**src/rtl/core/ralloc_pkg.sv**
```systemverilog
// ----------------------------------------------------------------------------
// ralloc_pkg
// Shared constants and types for the meeting room allocator.
// ----------------------------------------------------------------------------
package ralloc_pkg;

    localparam int MAX_ROOMS  = 16;
    localparam int ROOM_W     = $clog2(MAX_ROOMS);
    localparam int NUM_W      = 5;
    localparam int IN_TIME_W  = 32;
    localparam int TIME_W     = 48;
    localparam int USES_W     = 16;
    localparam int ENTRY_W    = TIME_W + USES_W;
    localparam int ROOM_OUT_W = 4;

    localparam logic [TIME_W-1:0] TIME_MAX = '1;
    localparam logic [USES_W-1:0] USES_MAX = '1;
    localparam logic [NUM_W-1:0]  NUM_RESET = NUM_W'(16);

    // One read beat coming back from the room memory
    typedef struct packed {
        logic              vld;
        logic              first;
        logic              last;
        logic [ROOM_W-1:0] idx;
    } beat_t;

    // Running results of one scan over the active rooms
    typedef struct packed {
        logic              found;
        logic [ROOM_W-1:0] free_idx;
        logic [USES_W-1:0] free_uses;
        logic [ROOM_W-1:0] min_idx;
        logic [TIME_W-1:0] min_finish;
        logic [USES_W-1:0] min_uses;
        logic [ROOM_W-1:0] best_idx;
        logic [USES_W-1:0] best_uses;
    } scan_res_t;

endpackage

```
**src/rtl/core/ralloc_ram.sv**
```systemverilog
// ----------------------------------------------------------------------------
// ralloc_ram
// Generic single-port-write, single-port-read RAM with registered read.
// ----------------------------------------------------------------------------
module ralloc_ram #(
    parameter int WIDTH = 8,
    parameter int DEPTH = 16
) (
    input  logic                     aclk,
    input  logic                     we,
    input  logic [$clog2(DEPTH)-1:0] waddr,
    input  logic [WIDTH-1:0]         wdata,
    input  logic                     re,
    input  logic [$clog2(DEPTH)-1:0] raddr,
    output logic [WIDTH-1:0]         rdata
);

    logic [WIDTH-1:0] mem [DEPTH];

    always_ff @(posedge aclk) begin
        if (we) begin
            mem[waddr] <= wdata;
        end
        if (re) begin
            rdata <= mem[raddr];
        end
    end

endmodule

```
**src/rtl/core/ralloc_scan.sv**
```systemverilog
// ----------------------------------------------------------------------------
// ralloc_scan
// Walks the read beats of one scan: first free room, earliest finish and
// first-index most-used room.
// ----------------------------------------------------------------------------
module ralloc_scan (
    input  logic                               aclk,
    input  logic                               aresetn,
    input  ralloc_pkg::beat_t                  beat,
    input  logic [ralloc_pkg::TIME_W-1:0]      finish,
    input  logic [ralloc_pkg::USES_W-1:0]      uses,
    input  logic [ralloc_pkg::IN_TIME_W-1:0]   start_time,
    output ralloc_pkg::scan_res_t              res
);

    ralloc_pkg::scan_res_t res_reg, res_next;
    logic                  is_free;

    assign is_free = (finish <= {{(ralloc_pkg::TIME_W-ralloc_pkg::IN_TIME_W){1'b0}},
                                 start_time});

    always_comb begin
        res_next = res_reg;
        if (beat.vld) begin
            if (beat.first) begin
                res_next.found      = is_free;
                res_next.free_idx   = beat.idx;
                res_next.free_uses  = uses;
                res_next.min_idx    = beat.idx;
                res_next.min_finish = finish;
                res_next.min_uses   = uses;
                res_next.best_idx   = beat.idx;
                res_next.best_uses  = uses;
            end else begin
                if (!res_reg.found && is_free) begin
                    res_next.found     = 1'b1;
                    res_next.free_idx  = beat.idx;
                    res_next.free_uses = uses;
                end
                if (finish < res_reg.min_finish) begin
                    res_next.min_idx    = beat.idx;
                    res_next.min_finish = finish;
                    res_next.min_uses   = uses;
                end
                if (uses > res_reg.best_uses) begin
                    res_next.best_idx  = beat.idx;
                    res_next.best_uses = uses;
                end
            end
        end
    end

    always_ff @(posedge aclk) begin
        if (!aresetn) begin
            res_reg.found <= 1'b0;
        end else begin
            res_reg.found <= res_next.found;
        end
        res_reg.free_idx   <= res_next.free_idx;
        res_reg.free_uses  <= res_next.free_uses;
        res_reg.min_idx    <= res_next.min_idx;
        res_reg.min_finish <= res_next.min_finish;
        res_reg.min_uses   <= res_next.min_uses;
        res_reg.best_idx   <= res_next.best_idx;
        res_reg.best_uses  <= res_next.best_uses;
    end

    assign res = res_reg;

endmodule

```
**src/rtl/core/room_allocator_with_delay.sv**
```systemverilog
// ----------------------------------------------------------------------------
// room_allocator_with_delay
// Greedy meeting room allocator with delay when every room is busy.
// ----------------------------------------------------------------------------
// Usage:
//   Input channel (s_*): one meeting per beat, start and end time, with
//   s_new_batch set on the first meeting of a batch to clear every room's
//   finish time and use count. Meetings are expected in start order.
//   Result channel (m_*): one beat per meeting, giving the room, the delay
//   flag, the actual start and end (48 bit, end saturating) and the
//   lowest-index most-used active room.
//   Config: cfg_wr_en / cfg_wr_data write num_rooms (0 acts as 1, values
//   above the built room count act as that count). Write only while idle.
// Timing:
//   A meeting's result follows its accept after the scan: one read of the
//   room memory per active room, then a fold of the last read into the
//   scan, then an update/write-back step. s_ready rises together with
//   m_valid, so a new meeting is only taken once the previous one is
//   through; the single memory read port sets that pace. s_ready is high
//   only between meetings.
// Reset: all rooms read as finish 0 and count 0 (per-room valid bits),
//   num_rooms returns to 16, m_valid drops and s_ready is high.
// Stall: the result sits in an output register; the next meeting is taken
//   and scanned meanwhile, and only its write-back waits for m_ready.
// ----------------------------------------------------------------------------
module room_allocator_with_delay (
    input  logic                                  aclk,
    input  logic                                  aresetn,
    // configuration
    input  logic                                  cfg_wr_en,
    input  logic [ralloc_pkg::NUM_W-1:0]          cfg_wr_data,
    // meeting in
    input  logic                                  s_valid,
    output logic                                  s_ready,
    input  logic                                  s_new_batch,
    input  logic [ralloc_pkg::IN_TIME_W-1:0]      s_start_time,
    input  logic [ralloc_pkg::IN_TIME_W-1:0]      s_end_time,
    // allocation out
    output logic                                  m_valid,
    input  logic                                  m_ready,
    output logic [ralloc_pkg::ROOM_OUT_W-1:0]     m_room,
    output logic                                  m_delayed,
    output logic [ralloc_pkg::TIME_W-1:0]         m_actual_start,
    output logic [ralloc_pkg::TIME_W-1:0]         m_actual_end,
    output logic [ralloc_pkg::ROOM_OUT_W-1:0]     m_busiest_room
);

    localparam int RW = ralloc_pkg::ROOM_W;
    localparam int TW = ralloc_pkg::TIME_W;
    localparam int UW = ralloc_pkg::USES_W;
    localparam int IW = ralloc_pkg::IN_TIME_W;
    localparam int OW = ralloc_pkg::ROOM_OUT_W;

    // sequencer states
    localparam logic [1:0] ST_IDLE = 2'd0;
    localparam logic [1:0] ST_SCAN = 2'd1;
    localparam logic [1:0] ST_UPD  = 2'd2;

    logic [1:0] state_reg, state_next;

    // config
    logic [ralloc_pkg::NUM_W-1:0] num_rooms_reg;
    logic [RW-1:0]                n_last_reg, n_last_next;

    // meeting held for the whole scan
    logic [IW-1:0] start_reg, end_reg;
    logic [IW-1:0] dur_reg;

    // per-room valid bits: an entry not yet written since the last clear
    // reads as finish 0, count 0
    logic [ralloc_pkg::MAX_ROOMS-1:0] valid_reg, valid_next;

    // read side
    logic          issuing_reg, issuing_next;
    logic [RW-1:0] rd_idx_reg, rd_idx_next;
    logic          issue;
    ralloc_pkg::beat_t beat_reg, beat_next;
    logic          beat_ok_reg;
    logic [ralloc_pkg::ENTRY_W-1:0] rdata;
    logic [TW-1:0] rd_finish;
    logic [UW-1:0] rd_uses;

    ralloc_pkg::scan_res_t scan_res;

    // update
    logic          in_accept;
    logic          out_load;
    logic [RW-1:0] pick;
    logic [UW-1:0] pick_uses;
    logic [UW-1:0] uses_new;
    logic [TW:0]   delay_sum;
    logic [TW-1:0] a_start, a_end;
    logic [RW-1:0] busiest;
    logic [RW+OW-1:0] pick_ext, busiest_ext;

    // output register
    logic          m_valid_reg, m_valid_next;
    logic [OW-1:0] m_room_reg, m_busiest_reg;
    logic          m_delayed_reg;
    logic [TW-1:0] m_start_reg, m_end_reg;

    assign in_accept = s_valid && s_ready;
    assign s_ready   = (state_reg == ST_IDLE);
    assign out_load  = (state_reg == ST_UPD) && (!m_valid_reg || m_ready);
    assign issue     = (state_reg == ST_SCAN) && issuing_reg;

    // clamp the room count into 1..MAX_ROOMS, kept as last index
    always_comb begin
        if (num_rooms_reg == '0) begin
            n_last_next = '0;
        end else if (32'(num_rooms_reg) > 32'(ralloc_pkg::MAX_ROOMS)) begin
            n_last_next = RW'(ralloc_pkg::MAX_ROOMS - 1);
        end else begin
            n_last_next = RW'(num_rooms_reg - 1'b1);
        end
    end

    // ---------------- room memory: {finish, uses} per room ----------------
    ralloc_ram #(
        .WIDTH (ralloc_pkg::ENTRY_W),
        .DEPTH (ralloc_pkg::MAX_ROOMS)
    ) u_ram (
        .aclk  (aclk),
        .we    (out_load),
        .waddr (pick),
        .wdata ({a_end, uses_new}),
        .re    (issue),
        .raddr (rd_idx_reg),
        .rdata (rdata)
    );

    assign rd_finish = beat_ok_reg ? rdata[ralloc_pkg::ENTRY_W-1:UW] : '0;
    assign rd_uses   = beat_ok_reg ? rdata[UW-1:0] : '0;

    ralloc_scan u_scan (
        .aclk       (aclk),
        .aresetn    (aresetn),
        .beat       (beat_reg),
        .finish     (rd_finish),
        .uses       (rd_uses),
        .start_time (start_reg),
        .res        (scan_res)
    );

    // ---------------- sequencer ----------------
    always_comb begin
        state_next   = state_reg;
        issuing_next = issuing_reg;
        rd_idx_next  = rd_idx_reg;
        valid_next   = valid_reg;

        beat_next.vld   = issue;
        beat_next.idx   = rd_idx_reg;
        beat_next.first = (rd_idx_reg == '0);
        beat_next.last  = (rd_idx_reg == n_last_reg);

        unique case (state_reg)
            ST_IDLE: begin
                if (in_accept) begin
                    state_next   = ST_SCAN;
                    issuing_next = 1'b1;
                    rd_idx_next  = '0;
                    if (s_new_batch) begin
                        valid_next = '0;
                    end
                end
            end
            ST_SCAN: begin
                if (issue) begin
                    if (rd_idx_reg == n_last_reg) begin
                        issuing_next = 1'b0;
                    end else begin
                        rd_idx_next = rd_idx_reg + 1'b1;
                    end
                end
                if (beat_reg.vld && beat_reg.last) begin
                    state_next = ST_UPD;
                end
            end
            ST_UPD: begin
                if (out_load) begin
                    state_next       = ST_IDLE;
                    valid_next[pick] = 1'b1;
                end
            end
            default: begin
                state_next = ST_IDLE;
            end
        endcase
    end

    // ---------------- update: pick the room, times, counts ----------------
    always_comb begin
        if (scan_res.found) begin
            pick      = scan_res.free_idx;
            pick_uses = scan_res.free_uses;
        end else begin
            pick      = scan_res.min_idx;
            pick_uses = scan_res.min_uses;
        end

        uses_new = (pick_uses == ralloc_pkg::USES_MAX) ? pick_uses : pick_uses + 1'b1;

        delay_sum = {1'b0, scan_res.min_finish} + (TW+1)'(dur_reg);
        if (scan_res.found) begin
            a_start = TW'(start_reg);
            a_end   = TW'(end_reg);
        end else begin
            a_start = scan_res.min_finish;
            a_end   = delay_sum[TW] ? ralloc_pkg::TIME_MAX : delay_sum[TW-1:0];
        end

        // only the picked room's count moved, so the argmax is patched
        if (pick == scan_res.best_idx) begin
            busiest = scan_res.best_idx;
        end else if ((uses_new > scan_res.best_uses) ||
                     ((uses_new == scan_res.best_uses) && (pick < scan_res.best_idx))) begin
            busiest = pick;
        end else begin
            busiest = scan_res.best_idx;
        end

        pick_ext    = {{OW{1'b0}}, pick};
        busiest_ext = {{OW{1'b0}}, busiest};
    end

    always_comb begin
        m_valid_next = m_valid_reg;
        if (out_load) begin
            m_valid_next = 1'b1;
        end else if (m_ready) begin
            m_valid_next = 1'b0;
        end
    end

    // ---------------- registers ----------------
    always_ff @(posedge aclk) begin
        if (!aresetn) begin
            state_reg     <= ST_IDLE;
            issuing_reg   <= 1'b0;
            rd_idx_reg    <= '0;
            valid_reg     <= '0;
            beat_reg      <= '0;
            m_valid_reg   <= 1'b0;
            num_rooms_reg <= ralloc_pkg::NUM_RESET;
            n_last_reg    <= '0;
        end else begin
            state_reg   <= state_next;
            issuing_reg <= issuing_next;
            rd_idx_reg  <= rd_idx_next;
            valid_reg   <= valid_next;
            beat_reg    <= beat_next;
            m_valid_reg <= m_valid_next;
            if (cfg_wr_en) begin
                num_rooms_reg <= cfg_wr_data;
            end
            if (in_accept) begin
                n_last_reg <= n_last_next;
            end
        end
    end

    // payload
    always_ff @(posedge aclk) begin
        if (in_accept) begin
            start_reg <= s_start_time;
            end_reg   <= s_end_time;
            dur_reg   <= (s_end_time >= s_start_time) ? (s_end_time - s_start_time) : '0;
        end
        beat_ok_reg <= valid_reg[rd_idx_reg];
        if (out_load) begin
            m_room_reg    <= pick_ext[OW-1:0];
            m_delayed_reg <= !scan_res.found;
            m_start_reg   <= a_start;
            m_end_reg     <= a_end;
            m_busiest_reg <= busiest_ext[OW-1:0];
        end
    end

    assign m_valid        = m_valid_reg;
    assign m_room         = m_room_reg;
    assign m_delayed      = m_delayed_reg;
    assign m_actual_start = m_start_reg;
    assign m_actual_end   = m_end_reg;
    assign m_busiest_room = m_busiest_reg;

    // ---------------- checks ----------------
    a_pick_active: assert property (@(posedge aclk) disable iff (!aresetn)
        out_load |-> (pick <= n_last_reg))
        else $error("picked room outside active range");

    a_busiest_active: assert property (@(posedge aclk) disable iff (!aresetn)
        out_load |-> (busiest <= n_last_reg))
        else $error("busiest room outside active range");

    a_beat_in_scan: assert property (@(posedge aclk) disable iff (!aresetn)
        beat_reg.vld |-> (state_reg == ST_SCAN))
        else $error("read beat outside scan");

    a_delay_no_wrap: assert property (@(posedge aclk) disable iff (!aresetn)
        (out_load && !scan_res.found) |-> (a_end >= a_start))
        else $error("delayed end wrapped");

    a_batch_clear: assert property (@(posedge aclk) disable iff (!aresetn)
        (in_accept && s_new_batch) |=> (valid_reg == '0))
        else $error("new batch did not clear rooms");

endmodule
```
**config.mk**
```make
export PLATFORM = sky130hd
export DESIGN_NAME = room_allocator_with_delay
export DESIGN_NICKNAME = d
export VERILOG_FILES = /design/src/rtl/core/ralloc_pkg.sv /design/src/rtl/core/ralloc_ram.sv /design/src/rtl/core/ralloc_scan.sv /design/src/rtl/core/room_allocator_with_delay.sv
export SDC_FILE = /design/constraint.sdc
export NUM_CORES = 2
export LEC_CHECK = 0
export BUFFER_PORTS_ARGS = -buffer_cell sky130_fd_sc_hd__clkbuf_2
export CORE_MARGIN = 3
export CORE_UTILIZATION = 35
export DETAILED_ROUTE_END_ITERATION = 8
export GPL_ROUTABILITY_DRIVEN = 0
export GPL_TIMING_DRIVEN = 1
export HOLD_SLACK_MARGIN = 0.1
export PLACE_DENSITY_LB_ADDON = 0.1
export SLEW_MARGIN = 0
export SYNTH_ARGS = -nofsm -noshare
export SYNTH_HDL_FRONTEND = slang
export SYNTH_SLANG_ARGS = --single-unit
```
**constraint.sdc**
```tcl
create_clock -name aclk -period 8.3 [get_ports aclk]
set_input_delay 0 -clock aclk [delete_from_list [all_inputs] [get_ports aclk]]
set_output_delay 0 -clock aclk [all_outputs]
set_load 0.005 [all_outputs]
```
# Word level (Yosys, flattened, before mapping)
# Memory sizes are Yosys's and may differ from the RTL's. A register that Yosys moved wholly into a read port is not among the register bits.
# Index checks and enable logic that the tools add are counted.
# totals
register_bits,351
latch_bits,0
ram_bits,1024
rom_bits,0
in_bits,75
out_inout_bits,107
wordCells,126
mem_count,1
# memory_table
name,words,word_bits,read_ports,rd_ports_with_merged_regs,write_ports,line,rtl
u_ram.mem,16,64,1,1,1,ralloc_ram.sv:18,logic [WIDTH-1:0] mem [DEPTH];
# op_classes
n_addsub,5
n_mul,0
n_div,0
n_lt_le_gt_ge,10
n_eq_ne,13
n_shift,0
muxes,40
bitwise,1
reduce_logical,27
# op_table
operator,count
$mux 48,3
$mux 109,1
$mux 16,6
$mux 68,1
$add 48x32->49,1
$le 48x32->1,1
$lt 48x48->1,1
$ge 32x32->1,1
$gt 16x16->1,2
$mux 32,1
$mux 4,8
$pmux 16 s2,1
$sub 32x32->32,1
$mux 21,1
$mux 20,1
$add 16x1->16 const B,1
$eq 16x16->1,1
$eq 16x16->1 const B,1
$or 16x16->16,1
$reduce_and 4->1,3
$reduce_bool 2->1,6
$lt 4x5->1 const B,2
$mux 1,9
$eq 4x4->1,2
other kinds (23),40

# Logic depth before layout (Yosys ltp)
# logic_depth
word_depth,8
mapped_depth,21
mapped_depth_nobuf,19

# Modules after synthesis
# Synthesis repeated with hierarchy kept, for this count alone.
# unflattened
cells_unflattened,3442
area_unflattened_um2,60158.9
# by_module_without_submodules
mod,instances,cells_per_inst,area_per_inst_um2,seq_area_each_um2
ralloc_ram,1,1647,40222.3,32671.3
room_allocator_with_delay,1,1338,14168.6,6856.6
ralloc_scan,1,457,5768.0,3263.1

# Worst setup path after synthesis
# OpenSTA, ideal clock, no wires.
# synth_timing
path_kind,register -> register
from,register state_reg[1]
to,memory u_ram.mem[7][0] (netlist name) (enable)
setup_ps,487
arrival_time_ps,6939
t_required_ps,7813
path_slack_ps,875
stages_incl_launch_ff,6
path_buffers,1
synth_period_minus_slack_ps,7425
cell_sequence,dfxtp_1 > nand2b_1 > nor2b_1 > clkbuf_1 > nand2_1 > nor2_1
# synth_via
elab_chain_len,4
# synth_rtl
element,line,rtl
from (decl),room_allocator_with_delay.sv:59,"logic [1:0] state_reg, state_next;"
from (signal assigned),room_allocator_with_delay.sv:248,state_reg <= state_next;
$eq 2x2->1,room_allocator_with_delay.sv:104,assign out_load = (state_reg == ST_UPD) && (!m_valid_reg || m_ready);
$logic_and 1x1->1,room_allocator_with_delay.sv:104,
$mux 1,ralloc_ram.sv:21,if (we) begin
$mux 1 (not written as such),ralloc_ram.sv:22,mem[waddr] <= wdata;
to (decl),ralloc_ram.sv:18,
# No other way between the ends.

# Worst setup path after layout
# layout_timing
from,register u_scan.res_reg (netlist bit u_scan.res[108])
to,"register m_busiest_reg[1], in the netlist m_busiest_room[1], data pin"
# layout_via
elab_chain_len,8
word_cells_on_any_way,13
cone_classes,add/sub (1); order compare (2); eq/ne (3); mux (5); reduce/logical (2)
# layout_rtl
element,line,rtl
from (decl),ralloc_scan.sv:16,"ralloc_pkg::scan_res_t res_reg, res_next;"
$mux 16 (*),room_allocator_with_delay.sv:194,if (scan_res.found) begin
$add 16x1->16 / $eq 16x16->1 (equally long branches),room_allocator_with_delay.sv:202,uses_new = (pick_uses == ralloc_pkg::USES_MAX) ? pick_uses : pick_uses + 1'b1;
$mux 16 (*),room_allocator_with_delay.sv:202,
named net u_ram.wdata[9],ralloc_ram.sv:12,"input logic [WIDTH-1:0] wdata,"
branches (longest 2 deep; another with $gt 16x16->1),n/a,
$logic_or 1x1->1 (*),room_allocator_with_delay.sv:216,end else if ((uses_new > scan_res.best_uses) ||
$mux 4 (*),room_allocator_with_delay.sv:216,
$mux 4 (*),room_allocator_with_delay.sv:214,if (pick == scan_res.best_idx) begin
named net busiest[1],room_allocator_with_delay.sv:93,logic [RW-1:0] busiest;
to (signal assigned),room_allocator_with_delay.sv:276,m_busiest_reg <= busiest_ext[OW-1:0];
to (decl),room_allocator_with_delay.sv:98,"logic [OW-1:0] m_room_reg, m_busiest_reg;"
# Mark *: on every way through the listed nets, which the timed path passes.
# A chain may end at the register's enable or synchronous reset.

==> results.md <==
* Hold Crit Depth at 2
* Routed vias/inst at 5.20
* Max-slew headroom at 9.88%
* Clk_lat worst skew at 0.78 ns
* # DRC at 0
* Reg2Reg Setup Slack at 2.92 ns
* Row cnt at 151
* Reg2reg start: u_scan.res[108]$_SDFFE_PN0P_
* CTS tree: done
* Most frequent cells in the layout: edfxtp_1 (1397), mux4_2 (326), ha_1 (183)
* Die height at 421 um
* Peak VDD IR at 0.201 mV
* RSZ-0062 raised after global routing: false
* CP Launch Point: u_scan.res[108]$_SDFFE_PN0P_
* Startpoint Class: register
* Top_reg_cell synth: edfxtp_1
* Status: finished clean
* Synthesis-to-layout area growth at 17.8%
* Routed len/inst at 27.5 um
* Met1 Use GR at 24.7%
* Max clock buf depth at 3
* CTS sink count at 1439
* Hold/Removal Path Class: in2reg
* Post-synth EDFFs at 1397
* Clock Root Buffer: clkbuf_16
* Tmin final at 5.38 ns
* Critical R2R Capture: m_busiest_room[1]$_DFFE_PP_
* Routed Antenna Nets at 0
* Antenna violations before repair at 9
* Critical path peak fanout at 31
* Met3 GRT Util at 2.39%
* Number of global-route vias before repair at 33764
* Max Slew Vio Count at 0
* Final WL at 168000 um
* Total GRT Usage at 19.2%
* Initial drt markers at 2743
* Core area at 0.170 mm2
* Final setup viols at 0
* Max Fclk at 186 MHz
* Async SR Flop Fraction at 0%
* Number of flip-flops in the largest register at 1024
* Syn_nets at 3593
* Grt met2 use at 34.1%
* Pre-antenna DRT Iters at 5
* First-pass GRT wire length at 244000 um
* H-tree depth at 4
* Final nets at 4034
* Clock-pin slew of the registers on the worst-case setup and hold paths at 0.06 ns
* Total CTS buffers at 160
* WP data required at 8.82 ns
* Final WS setup at 2.92 ns
* Critical Path End: m_busiest_room[1]$_DFFE_PP_
* Share of cells above drive strength 1 at 22.5%
* CP Capture Type: register
* Grt peak-use layer: met2
* Largest net degree at the start of global routing at 121
* Worst reg2reg path depth at 18
* Power Dens Cells at 227 mW/mm2
* Leak Pwr at 0.0240 uW
* Port Buffer Count at 181
* Worst slew pin tran at 1.35 ns
* Maximum capacitance violations at 0
* Hold Vio Cnt, Final at 0
* Die W at 421 um
* Avg Cell Area, Syn at 18.1 um2
* Starting density of the core at 35.4%
* Detailed placement HPWL at 101000 um
* Place WS at 2.92 ns
* Setup CP Type: reg2reg
* Gr ovfl total at 0
* Final Cycle Share at 64.9%
* Sequential share of the synthesized area at 71.1%
* Post-synth cell types at 82
* Leading cell type in the layout, fill and taps excluded: edfxtp_1
* Die Footprint at 0.177 mm2
* Skew final at 0.0309 ns
* Number of synthesized register bits at 1439
* Mapped Area at 0.0602 mm2
* Via count at 31820
* Post-synthesis cell count at 3333
* Yosys Warn Count at 0
* I/O pin count at 182
* # fillers at 15165
* Final setup TNS at 0 ns
* Critical path arrival at 5.90 ns
-- cell usage after synthesis, drive strengths merged (6+ instances only) --
cell / number / area, um2
clkbuf: 93 / 349
or3: 9 / 56.3
nor4: 9 / 62.6
nand3: 34 / 175
ha: 183 / 2290
a211oi: 12 / 95.1
o211ai: 9 / 72.6
inv: 165 / 619
o21a: 20 / 150
and2: 76 / 475
dfxtp: 42 / 841
o21bai: 9 / 71.3
buf: 35 / 184
mux4: 326 / 7340
a21boi: 8 / 60.1
nand2b: 16 / 100
edfxtp: 1397 / 42000
a311oi: 6 / 58.8
and4: 8 / 70.1
o21ai: 91 / 459
mux2: 11 / 124
nor2: 159 / 597
a21oi: 125 / 626
xnor2: 33 / 289
a31oi: 30 / 188
a2bb2oi: 19 / 229
a21o: 59 / 443
nor3: 30 / 150
and3: 8 / 50.1
nand4: 29 / 181
xor2: 38 / 333
mux2i: 19 / 190
nand2: 124 / 465
nor2b: 31 / 194
-- cells by family (layout without fill, tap and decap cells) --
kind of cell / Yosys count / after routing / synth area share (%)
fa+ha+maj: 187 / 187 / 3.90
xor+xnor: 71 / 71 / 1.03
mux: 356 / 356 / 12.7
compound gates: 438 / 438 / 4.83
flops: 1439 / 1439 / 71.1
other cells: 0 / 2 / 0
simple gates: 549 / 549 / 4.49
buf+inv: 293 / 859 / 1.91
-- worst min-delay path by stage --
stage | endpoint | slack, ns | startpoint
after detailed placement | start_reg[25]$_DFFE_PP_ | 0.20 | s_start_time[25]
after floorplan | end_reg[0]$_DFFE_PP_ | 0.1 | s_end_time[0]
after global routing | end_reg[0]$_DFFE_PP_ | 0.10 | s_end_time[0]
final | end_reg[0]$_DFFE_PP_ | 0.17 | s_end_time[0]
after CTS | end_reg[0]$_DFFE_PP_ | 0.12 | s_end_time[0]
after global placement | start_reg[16]$_DFFE_PP_ | 0.20 | s_start_time[16]
-- through the flow --
step	power (uW)	utilization (%)	cells	area [um2]	hold slack, ns
floorplan	8900	-	3333	60200	0.0989
global placement	9270	37.8	5681	64300	0.202
detailed placement	9270	37.8	5681	64300	0.198
CTS	16400	41.7	6117	70900	0.124
global route	16700	41.7	6118	70900	0.104
finish	16100	41.7	6119	70900	0.175
-- layout make-up --
| class | count | area, um2 | share of cell area [%] |
|---|---|---|---|
| antenna | 2 | 5.00 | 0.00706 |
| tap | 2218 | 2780 | 3.91 |
| timing repair buffer | 407 | 3110 | 4.39 |
| clock inverter | 89 | 938 | 1.32 |
| clock buffer | 198 | 4200 | 5.92 |
| inverter | 165 | 619 | 0.874 |
| sequential | 1439 | 42800 | 60.4 |
| multi-input combinational | 1601 | 16400 | 23.2 |
-- per-layer routing --
| metal | vias up | part of all wire (%) |
|---|---|---|
| met3 | 227 | 2.8 |
| met1 | 16781 | 42 |
| met2 | 570 | 52 |
| met4 | 0 | 2.8 |
| li1 | 14242 | - |
| met5 | - | 0 |
-- repair_timing --
item                                    in CTS  in global routing
resized for setup                            0                  0
buffers inserted                             0                  0
endpoints found under the setup margin       0                  0
hold buffers                               149                  0
endpoints found under the hold margin      137                  0
-- where the power goes --
part           internal [uW]  switching, uW
Clock                   4020           2940
Combinational            354            611
Sequential              8150           45.6
-- worst max-delay path, cell delays in order (launching register included) --
cell and delay (ns):
dfxtp_4 0.58, mux2_2 0.41, ha_1 0.26, nand4_1 0.13
nor2_1 0.08, a31oi_1 0.36, and2_1 0.27, a21bo_2 0.24
xor2_1 0.87, ha_1 0.41, nand4_1 0.10, nor2_1 0.06
and3_1 0.20, and2_1 0.16, o21ai_0 0.08, nand2_1 0.07
a22o_1 0.18, a221o_1 0.38, mux2_2 0.30
Power figures use the tool's default switching activity.
